### src/rtl/core/ps_string_unescape_hex_core_assert.svh
// Assertion macros for the string unescape core.
`ifndef PS_STRING_UNESCAPE_HEX_CORE_ASSERT_SVH
`define PS_STRING_UNESCAPE_HEX_CORE_ASSERT_SVH

// Same-cycle implication.
`define PSUH_ASSERT_IMPLIES(lbl, clk, rst_n, ante, cons) \
    lbl: assert property (@(posedge clk) disable iff (!rst_n) (ante) |-> (cons)) \
        else $error("psuh assertion failed");

// Next-cycle implication.
`define PSUH_ASSERT_NEXT(lbl, clk, rst_n, ante, cons) \
    lbl: assert property (@(posedge clk) disable iff (!rst_n) (ante) |=> (cons)) \
        else $error("psuh assertion failed");

`endif

### src/rtl/core/psuh_pkg.sv
`default_nettype none

package psuh_pkg;

    localparam int MAX_FONTS  = 16;
    localparam int CHAR_CODES = 256;
    localparam int ADDR_W     = $clog2(CHAR_CODES);
    localparam int Q_DEPTH    = 2;

    localparam logic [7:0] CH_BACKSLASH = 8'd92;
    localparam logic [7:0] CH_LPAREN    = 8'd40;
    localparam logic [7:0] CH_RPAREN    = 8'd41;
    localparam logic [7:0] CH_ZERO      = 8'd48;
    localparam logic [7:0] CH_SEVEN     = 8'd55;
    localparam logic [7:0] CH_ALPHA_OFS = 8'd87;
    localparam logic [3:0] NIB_TEN      = 4'd10;

    typedef enum logic [1:0] {
        K_BYTE  = 2'd0,
        K_END   = 2'd1,
        K_QUERY = 2'd2
    } t_in_kind;

    typedef enum logic [1:0] {
        OK_HEX   = 2'd0,
        OK_END   = 2'd1,
        OK_QUERY = 2'd2
    } t_out_kind;

    typedef enum logic [1:0] {
        M_NORMAL = 2'd0,
        M_ESCAPE = 2'd1,
        M_OCTAL  = 2'd2
    } t_esc_mode;

    typedef enum logic [1:0] {
        B_NONE  = 2'd0,
        B_BYTE  = 2'd1,
        B_END   = 2'd2,
        B_QUERY = 2'd3
    } t_b_kind;

    typedef enum logic [2:0] {
        BS_CLEAR = 3'd0,
        BS_IDLE  = 3'd1,
        BS_A_HI  = 3'd2,
        BS_A_LO  = 3'd3,
        BS_B_HI  = 3'd4,
        BS_B_LO  = 3'd5,
        BS_B_ONE = 3'd6
    } t_bstate;

    // One classified transaction: optional flushed octal byte, then at most one trailing action.
    typedef struct packed {
        logic       has_a;
        logic [7:0] byte_a;
        t_b_kind    b_kind;
        logic [7:0] byte_b;
        logic [3:0] font;
    } t_cmd;

    typedef struct packed {
        logic valid;
        logic full;
    } t_q_status;

    typedef struct packed {
        logic clearing;
    } t_back_status;

    typedef logic [MAX_FONTS-1:0] t_row;

    function automatic logic [7:0] hex_digit(input logic [3:0] nib);
        return (nib < NIB_TEN) ? (CH_ZERO + {4'd0, nib}) : (CH_ALPHA_OFS + {4'd0, nib});
    endfunction

endpackage

`default_nettype wire

### src/rtl/core/psuh_front.sv
`default_nettype none

module psuh_front (
    input  wire logic           i_clk,
    input  wire logic           i_rst_n,
    input  wire logic           i_accept,
    input  wire logic [1:0]     i_kind,
    input  wire logic [7:0]     i_data_byte,
    input  wire logic [3:0]     i_font_index,
    output logic                o_cmd_push,
    output psuh_pkg::t_cmd      o_cmd
);

    psuh_pkg::t_esc_mode r_mode, n_mode;
    logic [7:0]          r_acc, n_acc;
    logic [1:0]          r_cnt, n_cnt;

    logic       w_is_oct;
    logic       w_is_lit;
    logic       w_is_bs;
    logic [7:0] w_acc_shift;

    assign w_is_oct = i_data_byte inside {[psuh_pkg::CH_ZERO:psuh_pkg::CH_SEVEN]};
    assign w_is_lit = i_data_byte inside {psuh_pkg::CH_BACKSLASH, psuh_pkg::CH_LPAREN,
                                          psuh_pkg::CH_RPAREN};
    assign w_is_bs  = (i_data_byte == psuh_pkg::CH_BACKSLASH);
    assign w_acc_shift = {r_acc[4:0], i_data_byte[2:0]};

    // Next escape state
    always_comb begin
        n_mode = r_mode;
        n_acc  = r_acc;
        n_cnt  = r_cnt;
        if (i_accept) begin
            case (i_kind)
                psuh_pkg::K_BYTE: begin
                    case (r_mode)
                        psuh_pkg::M_ESCAPE: begin
                            if (w_is_oct && !w_is_lit) begin
                                n_acc  = {5'd0, i_data_byte[2:0]};
                                n_cnt  = 2'd1;
                                n_mode = psuh_pkg::M_OCTAL;
                            end else begin
                                n_mode = psuh_pkg::M_NORMAL;
                            end
                        end
                        psuh_pkg::M_OCTAL: begin
                            if (w_is_oct) begin
                                if (r_cnt == 2'd2) begin
                                    n_mode = psuh_pkg::M_NORMAL;
                                    n_acc  = 8'd0;
                                    n_cnt  = 2'd0;
                                end else begin
                                    n_acc  = w_acc_shift;
                                    n_cnt  = r_cnt + 2'd1;
                                end
                            end else begin
                                n_acc  = 8'd0;
                                n_cnt  = 2'd0;
                                n_mode = w_is_bs ? psuh_pkg::M_ESCAPE : psuh_pkg::M_NORMAL;
                            end
                        end
                        default: begin
                            n_mode = w_is_bs ? psuh_pkg::M_ESCAPE : psuh_pkg::M_NORMAL;
                        end
                    endcase
                end
                psuh_pkg::K_END: begin
                    n_mode = psuh_pkg::M_NORMAL;
                    n_acc  = 8'd0;
                    n_cnt  = 2'd0;
                end
                default: begin
                end
            endcase
        end
    end

    // Command formation
    always_comb begin
        o_cmd        = '0;
        o_cmd.byte_a = r_acc;
        o_cmd.byte_b = i_data_byte;
        o_cmd.font   = i_font_index;
        o_cmd.b_kind = psuh_pkg::B_NONE;
        case (i_kind)
            psuh_pkg::K_BYTE: begin
                case (r_mode)
                    psuh_pkg::M_ESCAPE: begin
                        if (!w_is_oct || w_is_lit) begin
                            o_cmd.b_kind = psuh_pkg::B_BYTE;
                        end
                    end
                    psuh_pkg::M_OCTAL: begin
                        if (w_is_oct) begin
                            if (r_cnt == 2'd2) begin
                                o_cmd.b_kind = psuh_pkg::B_BYTE;
                                o_cmd.byte_b = w_acc_shift;
                            end
                        end else begin
                            o_cmd.has_a = 1'b1;
                            if (!w_is_bs) begin
                                o_cmd.b_kind = psuh_pkg::B_BYTE;
                            end
                        end
                    end
                    default: begin
                        if (!w_is_bs) begin
                            o_cmd.b_kind = psuh_pkg::B_BYTE;
                        end
                    end
                endcase
            end
            psuh_pkg::K_END: begin
                o_cmd.has_a  = (r_mode == psuh_pkg::M_OCTAL);
                o_cmd.b_kind = psuh_pkg::B_END;
            end
            psuh_pkg::K_QUERY: begin
                o_cmd.b_kind = psuh_pkg::B_QUERY;
            end
            default: begin
            end
        endcase
    end

    assign o_cmd_push = i_accept && (o_cmd.has_a || (o_cmd.b_kind != psuh_pkg::B_NONE));

    always_ff @(posedge i_clk) begin
        if (!i_rst_n) begin
            r_mode <= psuh_pkg::M_NORMAL;
            r_acc  <= 8'd0;
            r_cnt  <= 2'd0;
        end else begin
            r_mode <= n_mode;
            r_acc  <= n_acc;
            r_cnt  <= n_cnt;
        end
    end

endmodule

`default_nettype wire

### config.mk
export PLATFORM = sky130hd
export DESIGN_NAME = psuh_front
export DESIGN_NICKNAME = d
export VERILOG_FILES = /design/src/rtl/core/ps_string_unescape_hex_core_assert.svh /design/src/rtl/core/psuh_pkg.sv /design/src/rtl/core/psuh_front.sv
export SDC_FILE = /design/constraint.sdc
export NUM_CORES = 1
export LEC_CHECK = 0
export ABC_CLOCK_PERIOD_IN_PS = 2000
export BUFFER_PORTS_ARGS = -buffer_cell sky130_fd_sc_hd__buf_4
export CAP_MARGIN = 15
export CORE_MARGIN = 3
export CORE_UTILIZATION = 40
export CTS_CLUSTER_SIZE = 30
export DETAILED_ROUTE_END_ITERATION = 7
export PLACE_DENSITY = 0.69
export SETUP_SLACK_MARGIN = 0.15
export SYNTH_ARGS = -nofsm -noshare
export SYNTH_HDL_FRONTEND = slang
export SYNTH_SLANG_ARGS = --single-unit
### constraint.sdc
create_clock -name i_clk -period 2 [get_ports i_clk]
set_input_delay 0 -clock i_clk [delete_from_list [all_inputs] [get_ports i_clk]]
set_output_delay 0 -clock i_clk [all_outputs]
set_load 0.02 [all_outputs]
Yosys cells after proc, flatten, opt, wreduce, memory -nomap -nowiden

Index checks and enable logic that the tools add are counted.

Add/sub/neg operators: 1
Order comparisons: 2
Eq/ne operators: 11
Multiplexer cells: 28
Reductions and logical operators: 13

Operators with widths:

| operator            | count |
|---|---|
| $mux 8              | 6 |
| $pmux 8 s2          | 2 |
| $pmux 2 s2          | 5 |
| $eq 8x6->1 const B  | 2 |
| $mux 2              | 7 |
| $mux 9              | 1 |
| $eq 8x7->1 const B  | 1 |
| $ge 8x6->1 const B  | 1 |
| $le 8x6->1 const B  | 1 |
| $eq 2x2->1 const B  | 3 |
| $pmux 2 s3          | 1 |
| $mux 1              | 5 |
| $eq 2x1->1 const B  | 2 |
| $ne 4x4->1 const B  | 1 |
| $reduce_and 4->1    | 1 |
| $reduce_bool 2->1   | 2 |
| $logic_and 1x1->1   | 3 |
| $ne 3x2->1 const B  | 1 |
| $ne 3x3->1 const B  | 1 |
| $reduce_and 3->1    | 1 |
| $reduce_bool 3->1   | 1 |
| $add 2x1->2 const B | 1 |
| $logic_not 1->1     | 2 |
| $logic_not 2->1     | 1 |
| other kinds (2)     | 3 |

Bits in registers: 12
Input port bits: 17
Output and inout port bits: 24
Logic and storage cells: 58

Logic depth before layout (Yosys ltp)

Depth in word-level cells: 10
Gate-level depth with buffers: 8

Worst setup path after synthesis

OpenSTA, ideal clock, no wires.

Kind: register to output
Start: register r_mode[0]
End: output port o_cmd_push
Data arrival time: 1.963 ns
Data required time: 2.000 ns
Slack: 0.037 ns
Cell stages (with the launch flop): 7
Buffers on the path: 1
Cell sequence: dfxtp_1 -> inv_1 -> ha_1 -> clkbuf_1 -> o31ai_1 -> or4b_2 -> a31oi_1

Word-level cells in the longest chain between the ends: 6
Elaborated cells between the ends (all ways): 9

RTL lines:

| what                                            | line                                | source |
|---|---|---|
| from (decl)                                     | psuh_front.sv:14                    | `psuh_pkg::t_esc_mode r_mode, n_mode;` |
| from (signal assigned)                          | psuh_front.sv:130                   | `r_mode <= psuh_pkg::M_NORMAL;` |
| from (signal assigned)                          | psuh_front.sv:134                   | `r_mode <= n_mode;` |
| $eq 2x2->1 / $eq 2x1->1 (equally long branches) | psuh_front.sv:88, psuh_front.sv:115 |  |
| $pmux 2 s2                                      | psuh_front.sv:88                    | `case (r_mode)` |
| $pmux 2 s3                                      | psuh_front.sv:86                    | `case (i_kind)` |
| $reduce_bool 2->1                               | psuh_front.sv:126                   | `assign o_cmd_push = i_accept && (o_cmd.has_a \|\| (o_cmd.b_kind != psuh_pkg::B_NONE));` |
| $logic_or 1x1->1 *                              | psuh_front.sv:126                   |  |
| $logic_and 1x1->1 *                             | psuh_front.sv:126                   |  |
| to (decl)                                       | psuh_front.sv:10                    | `output logic o_cmd_push,` |

Every way passes the cells marked *; elsewhere a longest branch is shown, timed or not.

Worst setup path after layout

Start: register r_mode[1]
End: register r_cnt[1]

Word-level cells in the longest chain between the ends: 3
Elaborated cells between the ends (all ways): 7

RTL lines:

| what                                                  | line              | source |
|---|---|---|
| $eq 2x2->1 / $eq 2x1->1 (equally long branches)       | psuh_front.sv:37  | `case (r_mode)` |
| $pmux 2 s2, or another cell as far along              | psuh_front.sv:37  |  |
| $pmux 2 s2 / $reduce_and 4->1 (equally long branches) | n/a               |  |
| to (signal assigned)                                  | psuh_front.sv:136 | `r_cnt <= n_cnt;` |
| to (decl)                                             | psuh_front.sv:16  | `logic [1:0] r_cnt, n_cnt;` |

Several ways; a longest one is shown, not always the timed one.
A chain may end at the register's enable or synchronous reset.

==> results.md <==
Synth:
- The average cell area after synthesis is roughly 7.9 um2.
- The number of enable flip-flop cells after synthesis is 0.
- Synthesis produced a netlist whose cell count is between 100 and 150.
- The fraction of the mapped netlist area in adder cells is around 5%.
- The number of register bits inferred by synthesis is 12.
- The share of the Yosys chip area taken by registers is 24.6%.
- The share of synthesized area spent on multiplexers is 1.15%.
- The post-synthesis net count is roughly 140.
- The number of distinct library cells after synthesis is 40.
- The simple-gate area share of the yosys netlist is 26.4%.
- The proportion of synthesized flip-flops having asynchronous set or reset is 0%.
- After Yosys synthesis, XOR and XNOR cells account for 0% of the synthesized area.
- After synthesis, the largest family of logic cells by area is compound AO/OA/AOI/OAI gates.
- The post-synth design cell area is 977 um2.
- The commonest register cell after synthesis is sky130_fd_sc_hd__dfxtp_1.
- The number of warning messages in the yosys log is 0.
- Summing the areas of all compound-gate instances in the mapped netlist gives 30.0% of the synthesized area.

Finish:
- The final antenna diode count is 0.
- Counting the fill cells in the layout gives 210.
- The share of final-layout standard cells stronger than drive strength 1 is 37.5%.
- The footprint of the flip-flops and latches is between 200 and 250 um2.
- In the final design database the tool counted around 170 nets.
- The multi-input combinational cells in the finished layout cover a total of approximately 670 um2.
- The area growth from synthesis to layout is 34.6%.
- The library cell used most frequently in the layout, excluding fill and tap cells, is sky130_fd_sc_hd__buf_4.
- The library cells used most frequently in the layout, excluding fill and tap cells, are sky130_fd_sc_hd__buf_4, sky130_fd_sc_hd__o21ai_0, sky130_fd_sc_hd__a21boi_0, sky130_fd_sc_hd__nand4_1, sky130_fd_sc_hd__dfxtp_1.
- For this run, the share of the core covered by cells in the final layout is 58.3%.

Global routing:
- The first global-routing pass estimated roughly 4.6 mm of wire.
- Entering global routing, the biggest net connects 13 pins.
- The layer carrying the most global-route usage is met2.
- The met3 global-route usage is under 10%.
- The global-route track usage on met2 is between 30% and 40%.
- Global routing used a little under a fifth of the available tracks across all layers.
- The number of global-route vias before repair is 996.
- The initial antenna violation count was 0.
- Global routing finished with a remaining overflow of 0.
- In the global route stage, met1 resource usage came out at 23.0%.

CTS:
- The number of H-tree levels is 1.
- The later pin in the worst-skew pair is clocked with a latency of roughly 0.28 ns.
- The worst-case clock buffer depth is 2.
- The count of clock tree sinks is 12.
- The clock root buffer is sky130_fd_sc_hd__clkbuf_4.
- The number of buffers created by CTS is 3.
- For this design, the CTS-stage hold fixing added 0 buffers.
- The clock input transition at the sequential cells of the worst setup and hold paths is approximately 0.080 ns.
- TritonCTS built the clock tree.

Critical path:
- The most repeated library cell on the critical path is sky130_fd_sc_hd__inv_1.
- The critical path class is reg2reg.
- The critical-path maximum fanout is 3.
- The cell family contributing the most delay on the critical path is compound AO/OA/AOI/OAI gates.
- At the worst endpoint, the arrival time is 2.01 ns.
- For the worst setup path, the data required time is 2.20 ns.
- The maximum single-stage delay on the critical path is 0.47 ns.
- For this design, the slowest cell found on the critical path is sky130_fd_sc_hd__or4_1.
- The number of buffer and inverter stages on the critical path is 2.
- The worst setup path is launched from a flop.
- Traced cell by cell, the critical path runs through inv_1, ha_1, inv_1, o311a_1, or4_1, a21boi_1.
- The worst setup path is captured at a flop.

Pwr:
- IR analysis of the VDD net gives a maximum drop of between 0.3 and 0.4 mV.
- Power spread over the standard cell area amounts to approximately 450 mW/mm2.
- The leakage component of the power is 0.000531 uW.

STA:
- Timing would allow up to between 0.5 and 0.6 GHz.
- The slew of the pin with the lowest slew margin is between 0.6 and 0.7 ns.
- After layout, the minimum clock period comes to between 1.5 and 2 ns.
- Setup violations remaining at the end of the flow were counted as 0.
- Setup repair after global routing could not meet its margin everywhere.
- Dividing the final minimum period by the clock period gives between 90% and 100%.
- Across the routed clock network, the largest skew measured is around 0.0011 ns.
- The final number of hold-violating endpoints is 0.
- The final setup TNS is 0 ns.
- Once routing completed, OpenROAD measured the worst setup slack at between 0.15 and 0.2 ns.
- The final max-slew violation count is 0.
- The worst-case headroom to the max-slew limit is 57.5%.

Route:
- The post-detailed-route via-to-cell ratio is just under 6.
- In this run, the number of DRC markers left after iteration 0 of detailed routing was 29.
- The final layout contains routed wiring with a total length of slightly below 3 mm.
- The first-pass iteration count of the detailed router is 5.
- The DRC violation count after routing is 0.
- The final route contains around 1000 vias.
- The per-cell routed wire length is ~16 um.
- The number of antenna-violating nets in the routed design is 0.

Floorplan:
- The placeable core area is ~0.0023 mm2.
- For this design the top-level I/O count stands at between 40 and 50.
- The die footprint is just over 0.003 mm2.
- The x dimension of the die is roughly 55 um.
- From bottom edge to top edge, the die measures ~55 um.
- The effective utilization at floorplan is ~43%.
- Row generation in the floorplan step produced 17 rows.

Placement:
- Detailed placement ended at an HPWL of approximately 2.1 mm.
- The count of input and output buffers is 32.
- At the placement stage, the worst setup path has a slack of between 0.1 and 0.15 ns.
- The final weighted congestion in routability-driven placement is ~0.9.

Flow run:
- Across the run, the number of max-cap violations was 0.

Outcome:
- The flow ran to the end, and the final reports show no timing, DRC or antenna violations.

Worst hold path:
- The path class of the tightest hold or removal check is in2out.
==> path summary, 6_finish.rpt <==
check | from | to | slack [ns] | depth (start not counted)
max | r_mode[1]$_SDFFE_PN0P_ | r_cnt[1]$_SDFFE_PN0P_ | 0.20 | 6
min | i_font_index[1] | o_cmd[1] | 0.000009 | 0
max reg2reg | r_mode[1]$_SDFFE_PN0P_ | r_cnt[1]$_SDFFE_PN0P_ | 0.20 | 6
min reg2reg | r_acc[6]$_SDFFE_PN0P_ | r_acc[6]$_SDFFE_PN0P_ | 0.49 | 2
==> final cells by class <==
type                       instances  share of cell area [%]
inverter                           9                    2.57
tap                               28                    2.66
sequential                        12                    18.5
clock buffer                       4                    2.76
multi-input combinational         87                    50.7
timing repair buffer              40                    22.8
==> cell families after synthesis <==
| family | Yosys count |
|---|---|
| AOI/OAI and AO/OA | 42 |
| and+or+nand+nor | 40 |
| buffers and inverters | 24 |
| DFF | 12 |
| adders and majority gates | 4 |
| muxes | 1 |
==> timing repair <==
action | CTS | global route
setup buffers | 1 | 1
pin swaps | 0 | 1
resized for setup | 3 | 7
endpoints found under the setup margin | 2 | 2
==> metrics by stage <==
| stage | hold WS, ns | area (um2) | instances | total power [uW] |
|---|---|---|---|---|
| 4_1_cts | 0.000137 | 1280 | 179 | 600 |
| 2_1_floorplan | 0.113 | 992 | 123 | 352 |
| 5_1_grt | 0.0000295 | 1320 | 180 | 626 |
| 3_3_place_gp | 0.000137 | 1220 | 174 | 399 |
| 6_report | 0.00000881 | 1320 | 180 | 597 |
| 3_5_place_dp | 0.000137 | 1220 | 174 | 402 |
==> cells in the mapped netlist (all sizes together), types with 2 or more instances <==
cell type   n  area, um2
clkbuf      6       22.5
nor2b       6       37.5
a21boi     14        105
nor4        3       25.0
a21o        3       22.5
o21ai      13       65.1
inv         9       33.8
buf         9       68.8
ha          4       50.1
a21oi       2       10.0
nor2        4       15.0
nand4      10       62.6
nand2       3       11.3
nand2b      4       25.0
o2111ai     2       17.5
dfxtp      12        240
==> flip-flops by register name, indices dropped and copies added, names as in the netlist <==
name    count
r_cnt       2
r_acc       8
r_mode      2
==> layer usage <==
layer / vias up / part of all wire, % / wire length (um)
li1: 505 / - / -
met1: 494 / 42 / 1230
met2: 37 / 50 / 1460
met3: 7 / 4.9 / 141
met4: 0 / 2.4 / 69
met5: - / 0 / 0
==> power by group <==
part           switching (uW)  internal, uW
clock network            84.2           111
logic                    86.8          69.6
registers                3.98           242
total                     175           422
(Power assumes the default switching activity.)
