File: src/rtl/core/ps_string_unescape_hex_core_assert.svh
// Assertion macros for the string unescape core.
`ifndef PS_STRING_UNESCAPE_HEX_CORE_ASSERT_SVH
`define PS_STRING_UNESCAPE_HEX_CORE_ASSERT_SVH

// Same-cycle implication.
`define PSUH_ASSERT_IMPLIES(lbl, clk, rst_n, ante, cons) \
    lbl: assert property (@(posedge clk) disable iff (!rst_n) (ante) |-> (cons)) \
        else $error("psuh assertion failed");

// Next-cycle implication.
`define PSUH_ASSERT_NEXT(lbl, clk, rst_n, ante, cons) \
    lbl: assert property (@(posedge clk) disable iff (!rst_n) (ante) |=> (cons)) \
        else $error("psuh assertion failed");

`endif

File: src/rtl/core/psuh_pkg.sv
`default_nettype none

package psuh_pkg;

    localparam int MAX_FONTS  = 16;
    localparam int CHAR_CODES = 256;
    localparam int ADDR_W     = $clog2(CHAR_CODES);
    localparam int Q_DEPTH    = 2;

    localparam logic [7:0] CH_BACKSLASH = 8'd92;
    localparam logic [7:0] CH_LPAREN    = 8'd40;
    localparam logic [7:0] CH_RPAREN    = 8'd41;
    localparam logic [7:0] CH_ZERO      = 8'd48;
    localparam logic [7:0] CH_SEVEN     = 8'd55;
    localparam logic [7:0] CH_ALPHA_OFS = 8'd87;
    localparam logic [3:0] NIB_TEN      = 4'd10;

    typedef enum logic [1:0] {
        K_BYTE  = 2'd0,
        K_END   = 2'd1,
        K_QUERY = 2'd2
    } t_in_kind;

    typedef enum logic [1:0] {
        OK_HEX   = 2'd0,
        OK_END   = 2'd1,
        OK_QUERY = 2'd2
    } t_out_kind;

    typedef enum logic [1:0] {
        M_NORMAL = 2'd0,
        M_ESCAPE = 2'd1,
        M_OCTAL  = 2'd2
    } t_esc_mode;

    typedef enum logic [1:0] {
        B_NONE  = 2'd0,
        B_BYTE  = 2'd1,
        B_END   = 2'd2,
        B_QUERY = 2'd3
    } t_b_kind;

    typedef enum logic [2:0] {
        BS_CLEAR = 3'd0,
        BS_IDLE  = 3'd1,
        BS_A_HI  = 3'd2,
        BS_A_LO  = 3'd3,
        BS_B_HI  = 3'd4,
        BS_B_LO  = 3'd5,
        BS_B_ONE = 3'd6
    } t_bstate;

    // One classified transaction: optional flushed octal byte, then at most one trailing action.
    typedef struct packed {
        logic       has_a;
        logic [7:0] byte_a;
        t_b_kind    b_kind;
        logic [7:0] byte_b;
        logic [3:0] font;
    } t_cmd;

    typedef struct packed {
        logic valid;
        logic full;
    } t_q_status;

    typedef struct packed {
        logic clearing;
    } t_back_status;

    typedef logic [MAX_FONTS-1:0] t_row;

    function automatic logic [7:0] hex_digit(input logic [3:0] nib);
        return (nib < NIB_TEN) ? (CH_ZERO + {4'd0, nib}) : (CH_ALPHA_OFS + {4'd0, nib});
    endfunction

endpackage

`default_nettype wire

File: src/rtl/core/psuh_cmdq.sv
`default_nettype none

module psuh_cmdq (
    input  wire logic                i_clk,
    input  wire logic                i_rst_n,
    input  wire logic                i_push,
    input  wire psuh_pkg::t_cmd      i_cmd,
    input  wire logic                i_pop,
    output psuh_pkg::t_cmd           o_cmd,
    output psuh_pkg::t_q_status      o_status
);

    localparam int PW = (psuh_pkg::Q_DEPTH > 1) ? $clog2(psuh_pkg::Q_DEPTH) : 1;
    localparam int CW = $clog2(psuh_pkg::Q_DEPTH + 1);

    psuh_pkg::t_cmd r_slot [psuh_pkg::Q_DEPTH];
    logic [PW-1:0]  r_wptr, n_wptr;
    logic [PW-1:0]  r_rptr, n_rptr;
    logic [CW-1:0]  r_count, n_count;

    always_comb begin
        n_wptr  = r_wptr;
        n_rptr  = r_rptr;
        n_count = r_count + CW'(i_push) - CW'(i_pop);
        if (i_push) begin
            n_wptr = (r_wptr == PW'(psuh_pkg::Q_DEPTH - 1)) ? '0 : r_wptr + 1'b1;
        end
        if (i_pop) begin
            n_rptr = (r_rptr == PW'(psuh_pkg::Q_DEPTH - 1)) ? '0 : r_rptr + 1'b1;
        end
    end

    always_ff @(posedge i_clk) begin
        if (!i_rst_n) begin
            r_wptr  <= '0;
            r_rptr  <= '0;
            r_count <= '0;
        end else begin
            r_wptr  <= n_wptr;
            r_rptr  <= n_rptr;
            r_count <= n_count;
        end
    end

    always_ff @(posedge i_clk) begin
        if (i_push) begin
            r_slot[r_wptr] <= i_cmd;
        end
    end

    assign o_cmd          = r_slot[r_rptr];
    assign o_status.valid = (r_count != '0);
    assign o_status.full  = (r_count == CW'(psuh_pkg::Q_DEPTH));

endmodule

`default_nettype wire

File: config.mk
export PLATFORM = sky130hd
export DESIGN_NAME = psuh_cmdq
export DESIGN_NICKNAME = d
export VERILOG_FILES = /design/src/rtl/core/ps_string_unescape_hex_core_assert.svh /design/src/rtl/core/psuh_pkg.sv /design/src/rtl/core/psuh_cmdq.sv
export SDC_FILE = /design/constraint.sdc
export NUM_CORES = 1
export LEC_CHECK = 0
export BUFFER_PORTS_ARGS = -buffer_cell sky130_fd_sc_hd__buf_4
export CAP_MARGIN = 40
export CORE_ASPECT_RATIO = 2
export CORE_MARGIN = 2
export CORE_UTILIZATION = 50
export DETAILED_ROUTE_END_ITERATION = 10
export GPL_TIMING_DRIVEN = 0
export PLACE_DENSITY = 0.77
export SYNTH_ARGS = -nofsm -noshare
export SYNTH_HDL_FRONTEND = slang
export SYNTH_SLANG_ARGS = --single-unit
File: constraint.sdc
create_clock -name i_clk -period 2.4 [get_ports i_clk]
set_input_delay 0.24 -clock i_clk [delete_from_list [all_inputs] [get_ports i_clk]]
set_output_delay 0.24 -clock i_clk [all_outputs]
set_load 0.005 [all_outputs]
### Yosys cells after proc, flatten, opt, wreduce, memory -nomap -nowiden

Memories as Yosys holds them, arrays and structs flattened. A register that Yosys moved wholly into a read port is not among the register bits.
Index checks and enable logic that the tools add are counted.
Widths: inputs -> output; s select.

| operators by class | value |
|---|---|
| add/subtract/negate cells | 4 |
| equality and inequality tests | 1 |
| muxes and demuxes | 6 |
| reduce and logical (&&, ||, !) cells | 1 |

Operators with widths:

| operator | number |
|---|---|
| $mux 1 | 6 |
| $add 1x1->1 const B | 2 |
| $add 2x1->2 | 1 |
| $eq 2x2->1 const B | 1 |
| $reduce_bool 2->1 | 1 |
| $sub 2x1->2 | 1 |

| word-level totals | value |
|---|---|
| flip-flop bits (word level) | 4 |
| RAM bits | 46 |
| input port bits | 27 |
| output and inout bits | 25 |
| word-level logic and storage cells | 16 |
| memories | 1 |

Memories:

| memory | depth | bits a word | read ports | clocked after Yosys merged registers in | wr ports | line | RTL |
|---|---|---|---|---|---|---|---|
| r_slot | 2 | 23 | 1 | 1 | 1 | psuh_cmdq.sv:16 | `psuh_pkg::t_cmd r_slot [psuh_pkg::Q_DEPTH];` |

### Logic depth before layout (Yosys ltp)

Gate-level depths: netlist of run 1.

| depth | value |
|---|---|
| depth after elaboration | 4 |
| gate-level depth with buffers | 6 |
| mapped depth without buffers | 6 |

### Least setup slack after synthesis of run 1

OpenSTA, ideal clock, no wires.

| timing path | value |
|---|---|
| kind | reg-to-reg |
| from | register r_wptr |
| to | memory r_slot[0][0] (netlist name), enable pin |
| library setup time | 0.407 ns |
| arrival time | 1.384 ns |
| required time | 1.993 ns |
| slack | 0.610 ns |
| stages on the path, launching flop included | 2 |
| buffers on the path | 0 |
| clock period less this slack | 1.790 ns |
| path through | dfxtp_1 > nor2b_1 |

RTL lines:

| element | line | RTL |
|---|---|---|
| start: declaration | psuh_cmdq.sv:17 | `logic [PW-1:0] r_wptr, n_wptr;` |
| start signal: assignment | psuh_cmdq.sv:39 | `r_wptr <= n_wptr;` |
| end: declaration | psuh_cmdq.sv:16 |  |

Straight into the memory's write port.

==> results.toml, run 1 <==
[synthesis]
netlist_instances = 92
yosysUniqueCellTypes = 12
avgSynthCellArea_um2 = 20.5
ys_seq_area_share_pct = 78.4
netlist.area_leader.share_pct = 73.1
ys_warn_count = 0
yosysTopAreaCell = "edfxtp_1"
synth.top_cells.by_area = "edfxtp_1, mux2_2, dfxtp_1, and2_1, ha_1"
ys_seq_elements = 51
synth_area_um2 = 1890
syn_nets = 121

[clock_tree]
cts_resized = 0
clock_path_buffers = 2
cts_tree = "built"
postCtsHoldBufs = 0
clock_sinks = 51
htreeDepth = 2
post_cts_buffers = 0
numCtsBuffers = 5
cts_root_buf = "clkbuf_8"
clkTransAtPathRegs_ns = 0.09
clock_latency_ns = 0.30

[global_routing]
grt_pass1_vias = 1057
antenna_found_initial = 0
grt_pass1_wl_um = 4500
grt_max_degree = 16
gr-usage-all-layers_pct = 15.4
grt_overflow = 0

[worst_hold_path]
hold_path.class = "in2reg"
min_from = "i_cmd[2]"
min_to = "r_slot[1][2]$_DFFE_PP_"
hold_depth = 1

[cells_and_area]
diodes = 0
final_common_cell = "buf_4"
final_area_um2 = 2470
stdcell_count = 202
fillerInstances = 262
area_growth_pct = 30.9
layout_common_cells = "buf_4, edfxtp_1, mux2_2, dfxtp_1, clkbuf_8"
drive_above_1_share_pct = 56.9
final_nets = 181

[setup_path]
cp.required_ns = 2.16
path_max_fanout = 10
r2r_cells = 2
r2r_end = "r_slot[1][17]$_DFFE_PP_"
critPathKind = "reg2out"
cp.arrival_ns = 1.43
worstSetupEndpointType = "primary output"
startpoint_type = "flip-flop"
reg2reg_from = "r_wptr$_SDFFE_PN0P_"
rrSetupSlack_ns = 0.96

[drt]
num_vias = 978
wl_um = 3050
ant_nets = 0
viasPerCell = 4.84
drt_first_pass_iters = 2
drt-wirelength-per-cell_um = 15.1
drt_iter0_markers = 10
drc = 0

[timing]
max_freq_mhz = 598
tightestPinTransition_ns = 0.661
slew_violations = 0
hold_ws_ns = 0.115
tns_ns = 0
rsz0062_at_grt = "false"
setup_viol = 0
max_slew_margin_pct = 55.7
hold_viol_final = 0
min_period_ns = 1.67
fin_skew_ns = 0.0125
period_share_pct = 69.7
final.setup.worst_slack_ns = 0.728

[power_and_ir_drop]
ir_drop_mv = 0.549
p_leak_nw = 0.956
powerDensity_nw_per_um2 = 756

[placement]
placed_area_um2 = 2370
gp_congestion = 0.661
io_buffers = 51
dp_hpwl_um = 2240
place_ws_ns = 0.937
dp.cells = 194

[die]
core_area_um2 = 3610
die_height_um = 91.0
die_w_um = 47.5
start_util_pct = 52.4
io_pins = 52
row_count = 31
die-area_um2 = 4320

[job]
maxCapViolCount = 0

[status]
outcome = "complete, no violations"
Yosys cell counts:
cell type,count
inv_1,2
or2_2,1
edfxtp_1,46
dfxtp_1,5
o21a_1,1
xor2_1,1
ha_1,2
mux2_2,23
nor2b_1,4
xnor3_1,1
and2_1,4
buf_6,2
cells by family after synthesis:
kind of cell	Yosys count	share of synthesized area (%)
buffers and inverters	4	1.59
muxes	23	13.7
AOI/OAI and AO/OA	1	0.397
xor gates and xnor gates	2	1.65
adders and majority gates	2	1.32
DFF	51	78.4
and+or+nand+nor	9	2.98
per-layer routing:
layer	global-route usage (%)	up-vias	part of all wire, %
li1	-	465	-
met2	27.5	32	59
met1	13.6	473	32
met4	7.64	0	2.5
met5	0	-	0
met3	5.17	8	6.2
per-stage QoR:
stage	utilization (%)	power [mW]
after detailed placement	65.6	1.33
after global placement	64.7	1.31
after floorplan	-	1.18
after CTS	68.6	1.89
after global routing	68.6	1.95
final	68.6	1.87
critical path: stages (launching register included):
cell and delay [ns]:
dfxtp_1 0.46, buf_6 0.19, mux2_2 0.34, buf_4 0.14
layout make-up:
| cell class | count | area (um^2) | area share, % |
|---|---|---|---|
| plain buffers | 2 | 22.5 | 0.910 |
| multi-input cells | 37 | 382 | 15.4 |
| flip-flops and latches | 51 | 1480 | 59.9 |
| well taps | 49 | 61.3 | 2.48 |
| repair buffers | 53 | 413 | 16.7 |
| clock inverters | 3 | 38.8 | 1.57 |
| inverters | 2 | 7.51 | 0.303 |
| clock buffers | 5 | 68.8 | 2.78 |
worst max-delay path by stage:
stage	start	to	slack, ns
final	flip-flop	o_cmd[8]	0.73
after global routing	flip-flop	o_cmd[8]	0.65
after CTS	flip-flop	o_cmd[8]	0.70
after detailed placement	i_push	r_slot[0][3]$_DFFE_PP_	0.94
after global placement	i_push	r_slot[0][3]$_DFFE_PP_	0.1
after floorplan	r_wptr$_SDFFE_PN0P_	r_slot[0][0]$_DFFE_PP_	0.61
flip-flops by register name (all words and copies together) (netlist names), named ones only:
signal   count
r_slot      46
r_count      2
r_rptr       1
r_wptr       1
power by group:
group	switching, mW	internal, mW	leakage [nW]
Combinational	0.0950	0.165	0.427
Clock	0.262	0.305	0.0556
Sequential	0.0206	1.02	0.473
Total	0.377	1.49	0.956
(Power assumes the default switching activity.)
==> inputs of run 2 (changes only) <==
--- a/config.mk
+++ b/config.mk
@@ -9,10 +9,10 @@
 export CAP_MARGIN = 40
 export CORE_ASPECT_RATIO = 2
 export CORE_MARGIN = 2
-export CORE_UTILIZATION = 50
+export CORE_UTILIZATION = 46
 export DETAILED_ROUTE_END_ITERATION = 10
 export GPL_TIMING_DRIVEN = 0
-export PLACE_DENSITY = 0.77
+export PLACE_DENSITY = 0.74
 export SYNTH_ARGS = -nofsm -noshare
 export SYNTH_HDL_FRONTEND = slang
 export SYNTH_SLANG_ARGS = --single-unit
==> constraint.sdc (replaced) <==
create_clock -name i_clk -period 1.4 [get_ports i_clk]
set_input_delay 0.14 -clock i_clk [delete_from_list [all_inputs] [get_ports i_clk]]
set_output_delay 0.14 -clock i_clk [all_outputs]
set_load 0.005 [all_outputs]
==> run 2 against run 1 <==
The run now ends with negative setup slack left; setup slack worse by 0.76 ns; clock power rose by 34%; critical path depth is the same; global-route usage is 2.4 points lower; via count down 0.61%; wire length is 12% lower; flip-flop and latch count unchanged; clock-buffer cell count unchanged; die area up 8.1%; critical path type unchanged.
==> results.toml, run 2 (synthesized netlist as in run 1, its figures left out) <==
[placement]
dp_hpwl_um = 1870
placed_area_um2 = 2370
gp_congestion = 0.601
dp.cells = 197
io_buffers = 51

[timing]
fin_skew_ns = 0.00522
final.setup.worst_slack_ns = -0.0327
max_slew_margin_pct = 73.9
setup_viol = 14
min_period_ns = 1.43
period_share_pct = 102
slew_violations = 0
rsz0062_at_grt = "true"
tightestPinTransition_ns = 0.391
max_freq_mhz = 698
hold_ws_ns = 0.0251
hold_viol_final = 0

[clock_tree]
clkTransAtPathRegs_ns = 0.09
clock_path_buffers = 2
numCtsBuffers = 5
clock_latency_ns = 0.29
htreeDepth = 2
cts_tree = "built"
postCtsHoldBufs = 0
cts_root_buf = "clkbuf_8"
clock_sinks = 51

[drt]
drt_first_pass_iters = 3
drt_iter0_markers = 9
wl_um = 2680
viasPerCell = 4.72
drt-wirelength-per-cell_um = 13.0
ant_nets = 0
drc = 0
num_vias = 972

[die]
io_pins = 52
die-area_um2 = 4670
row_count = 33
die_height_um = 94.7
core_area_um2 = 4010
start_util_pct = 47.2
die_w_um = 49.3

[cells_and_area]
final_area_um2 = 2520
layout_common_cells = "buf_4, edfxtp_1, mux2_2, mux2_4, clkbuf_8"
largest_reg_flops = 46
top_regs = "r_slot: 46 flops, r_count: 2 flops"
top_register = "r_slot"
stdcell_count = 206
final_common_cell = "buf_4"
fillerInstances = 327
area_growth_pct = 33.2
diodes = 0
drive_above_1_share_pct = 57.8
final_nets = 182

[power_and_ir_drop]
swShare_pct = 20.3
pwr-share-seq_pct = 59.2
p_leak_nw = 0.981
p_comb_share_pct = 15.6
ir_drop_mv = 1.18
p_int_mw = 2.40
clock_power_share_pct = 25.1
net-switching-power_mw = 0.612
powerDensity_nw_per_um2 = 1200

[setup_path]
path_max_fanout = 10
rrSetupSlack_ns = 0.16
r2r_end = "r_slot[1][8]$_DFFE_PP_"
cp.required_ns = 1.26
worstSetupEndpointType = "primary output"
r2r_cells = 2
startpoint_type = "flip-flop"
reg2reg_from = "r_wptr$_SDFFE_PN0P_"
cp.arrival_ns = 1.29
critPathKind = "reg2out"

[global_routing]
grt_pass1_vias = 947
grt_pass1_wl_um = 4400
grt_max_degree = 16
grt_overflow = 0
gr-usage-all-layers_pct = 12.9
antenna_found_initial = 0

[status]
violations = "negative setup slack"
outcome = "finished, violations left"

[worst_hold_path]
min_to = "r_slot[1][7]$_DFFE_PP_"
min_from = "i_cmd[7]"
hold_depth = 1
hold_path.class = "in2reg"

[job]
maxCapViolCount = 0
-- run 2: changes by cell type in the layout (fill, tap and decap cells not counted), sizes merged --
cell      before  now
bufinv         1    0
buf           55   56
clkinvlp       0    1
-- run 2: how the worst max path moves through the flow --
stage | startpoint | end | slack [ns] | cells after the start
after floorplan | r_wptr$_SDFFE_PN0P_ | r_slot[0][0]$_DFFE_PP_ | 0.05 | 1
after global placement | r_wptr$_SDFFE_PN0P_ | r_slot[0][8]$_DFFE_PP_ | -0.27 | 1
after detailed placement | r_wptr$_SDFFE_PN0P_ | r_slot[0][13]$_DFFE_PP_ | -0.02 | 2
after CTS | flip-flop | o_cmd[17] | -0.06 | 3
after global routing | flip-flop | o_cmd[5] | -0.08 | 3
final | flip-flop | o_cmd[4] | -0.03 | 3
-- run 2: timing repair --
item	4_1_cts	5_1_grt
cloned	0	0
resized for setup	15	1
buffers inserted	1	0
setup endpoints to repair	35	23
endpoints found under the hold margin	0	0
-- run 2: layer usage --
metal	GRT usage, %	routed length, um	share of wire (%)	vias up
li1	-	-	-	469
met1	14.0	1010	38	454
met2	21.6	1380	51	44
met3	4.75	229	8.5	5
met4	7.14	59	2.2	0
met5	0	0	0	-
-- run 2: area by class of cell --
class,count,area [um^2],area share (%)
clock inverters,3,15.0,0.596
multi-input cells,37,410,16.3
inverters,2,7.51,0.298
flip-flops and latches,51,1490,59.0
clock buffers,5,68.8,2.73
well taps,52,65.1,2.58
repair buffers,54,435,17.3
plain buffers,2,30.0,1.19
-- run 2: stage by stage --
stage	total power [mW]	setup WS [ns]	util [%]	setup TNS [ns]
after global placement	2.24	-0.272	58.5	-11.27
after global routing	3.15	-0.0833	62.9	-1.38
after CTS	3.06	-0.0558	62.8	-0.834
after detailed placement	2.26	-0.0200	59.2	-0.230
after floorplan	2.03	0.0473	-	0
final	3.02	-0.0327	62.9	-0.394
-- run 2: worst max-delay path: stages, from the launching register on --
cell and delay (ns):
dfxtp_4 0.38, buf_8 0.15, mux2_2 0.34, buf_4 0.13
-- run 2: power groups by stage --
stage | Sequential (mW) | Clock [mW] | Combinational [mW]
after global routing | 1.80 | 0.840 | 0.513
after global placement | 1.82 | 0 | 0.422
after detailed placement | 1.82 | 0 | 0.440
final | 1.79 | 0.758 | 0.471
after floorplan | 1.81 | 0 | 0.213
after CTS | 1.79 | 0.797 | 0.477
==> inputs of run 3 (changes only) <==
--- a/config.mk
+++ b/config.mk
@@ -10,9 +10,12 @@
 export CORE_ASPECT_RATIO = 2
 export CORE_MARGIN = 2
 export CORE_UTILIZATION = 46
+export CTS_BUF_LIST = sky130_fd_sc_hd__clkbuf_16
+export CTS_CLUSTER_DIAMETER = 50
 export DETAILED_ROUTE_END_ITERATION = 10
 export GPL_TIMING_DRIVEN = 0
 export PLACE_DENSITY = 0.74
+export SKIP_LAST_GASP = 1
 export SYNTH_ARGS = -nofsm -noshare
 export SYNTH_HDL_FRONTEND = slang
 export SYNTH_SLANG_ARGS = --single-unit
==> run 3 against run 2 <==
Combinational power is 5.3% lower; via count shrank 0.31%; total power up 11%; first-iteration DRC count shrank 56%; sequential power about the same; die area is the same; sequential share of layout area decreased by 0.44 points; non-clock buffer count did not move; largest cell class unchanged; hold slack better by 0.016 ns; the flow still finishes with violations (negative setup slack).
==> results.toml, run 3 (synthesized netlist as in run 1, its figures left out) <==
[die]
die_w_um = 49.3
die-area_um2 = 4670
io_pins = 52
row_count = 33
start_util_pct = 47.2
die_height_um = 94.7
core_area_um2 = 4010

[timing]
final.setup.worst_slack_ns = -0.0336
period_share_pct = 102
rsz0062_at_grt = "true"
setup_viol = 20
max_slew_margin_pct = 73.7
hold_ws_ns = 0.0412
max_freq_mhz = 698
slew_violations = 0
tns_ns = -0.439
fin_skew_ns = 0.00331
hold_viol_final = 0
min_period_ns = 1.43
tightestPinTransition_ns = 0.394

[clock_tree]
cts_tree = "built"
cts_root_buf = "clkbuf_16"
clock_sinks = 51
clock_path_buffers = 2
htreeDepth = 2
clock_latency_ns = 0.28
numCtsBuffers = 5
clkTransAtPathRegs_ns = 0.06

[power_and_ir_drop]
net-switching-power_mw = 0.639
powerDensity_nw_per_um2 = 1320
pwr-share-seq_pct = 53.7
p_leak_nw = 0.979
swShare_pct = 19.1
clock_power_share_pct = 33.0
p_comb_share_pct = 13.4
p_int_mw = 2.70
ir_drop_mv = 1.19

[status]
violations = "negative setup slack"
outcome = "finished, violations left"

[worst_hold_path]
min_from = "i_cmd[5]"
hold_path.class = "in2reg"
hold_depth = 1
min_to = "r_slot[1][5]$_DFFE_PP_"

[setup_path]
critPathKind = "reg2out"
rrSetupSlack_ns = 0.17
path_max_fanout = 10
cp.arrival_ns = 1.29
startpoint_type = "flip-flop"
r2r_cells = 2
r2r_end = "r_slot[1][11]$_DFFE_PP_"
cp.required_ns = 1.26
reg2reg_from = "r_wptr$_SDFFE_PN0P_"
worstSetupEndpointType = "primary output"

[cells_and_area]
top_register = "r_slot"
top_regs = "r_slot: 46 flops, r_count: 2 flops"
drive_above_1_share_pct = 57.8
diodes = 0
stdcell_count = 206
final_nets = 182
area_growth_pct = 34.1
final_common_cell = "buf_4"
largest_reg_flops = 46
layout_common_cells = "buf_4, edfxtp_1, mux2_2, clkbuf_16"

[placement]
dp.cells = 197
io_buffers = 51
dp_hpwl_um = 1870
gp_congestion = 0.601

[drt]
num_vias = 969
drt-wirelength-per-cell_um = 12.7
drc = 0
wl_um = 2620
drt_first_pass_iters = 2
drt_iter0_markers = 4
viasPerCell = 4.70
ant_nets = 0

[job]
maxCapViolCount = 0

[global_routing]
antenna_found_initial = 0
grt_max_degree = 16
grt_pass1_vias = 932
gr-usage-all-layers_pct = 12.8
grt_overflow = 0
grt_pass1_wl_um = 4330
==> run 3: power by group through the flow <==
| stage | Combinational [mW] | Clock, mW | Sequential, mW |
|---|---|---|---|
| 2_1_floorplan | 0.213 | 0 | 1.81 |
| 3_3_place_gp | 0.422 | 0 | 1.82 |
| 3_5_place_dp | 0.440 | 0 | 1.82 |
| 4_1_cts | 0.449 | 1.15 | 1.79 |
| 5_1_grt | 0.487 | 1.19 | 1.80 |
| 6_report | 0.446 | 1.10 | 1.79 |
==> run 3: area by class of cell <==
cell class              instances  area, um^2
flip-flops and latches         51        1490
fillers                       326        1470
repair buffers                 54         420
multi-input cells              37         388
clock buffers                   5         125
well taps                      52        65.1
plain buffers                   2        30.0
clock inverters                 3        15.0
inverters                       2        7.51
==> run 3: routing by layer <==
metal	GRT usage, %	wire, um	vias up
li1	-	-	470
met1	13.7	987	450
met2	21.4	1340	43
met3	3.80	215	6
met4	8.57	75	0
met5	0	0	-
==> run 3: worst max-delay path by stage <==
| stage | from | to | slack [ns] | depth (start not counted) |
|---|---|---|---|---|
| after global placement | r_wptr$_SDFFE_PN0P_ | r_slot[0][8]$_DFFE_PP_ | -0.27 | 1 |
| after global routing | flip-flop | o_cmd[3] | -0.08 | 3 |
| after detailed placement | r_wptr$_SDFFE_PN0P_ | r_slot[0][13]$_DFFE_PP_ | -0.02 | 2 |
| after floorplan | r_wptr$_SDFFE_PN0P_ | r_slot[0][0]$_DFFE_PP_ | 0.05 | 1 |
| after CTS | flip-flop | o_cmd[2] | -0.06 | 3 |
| final | flip-flop | o_cmd[0] | -0.03 | 3 |
==> run 3: worst max-delay path, cell delays in order, from the launching register on <==
cell and delay (ns):
dfxtp_4 0.39, buf_8 0.15, mux2_2 0.34, buf_4 0.14
==> run 3: stage by stage <==
stage / power [mW] / cell area (um^2) / util, % / worst slack (ns)
floorplan: 2.03 / 1890 / - / 0.0473
global placement: 2.24 / 2340 / 58.5 / -0.272
detailed placement: 2.26 / 2370 / 59.2 / -0.0200
CTS: 3.39 / 2530 / 63.1 / -0.0631
global route: 3.48 / 2540 / 63.3 / -0.0768
finish: 3.34 / 2540 / 63.3 / -0.0336
==> run 3: repair_timing <==
item / 4_1_cts / 5_1_grt
pin swaps: 0 / 0
setup endpoints to repair: 32 / 33
setup buffers: 0 / 1
hold buffers: 0 / 0
gates resized for setup: 5 / 1
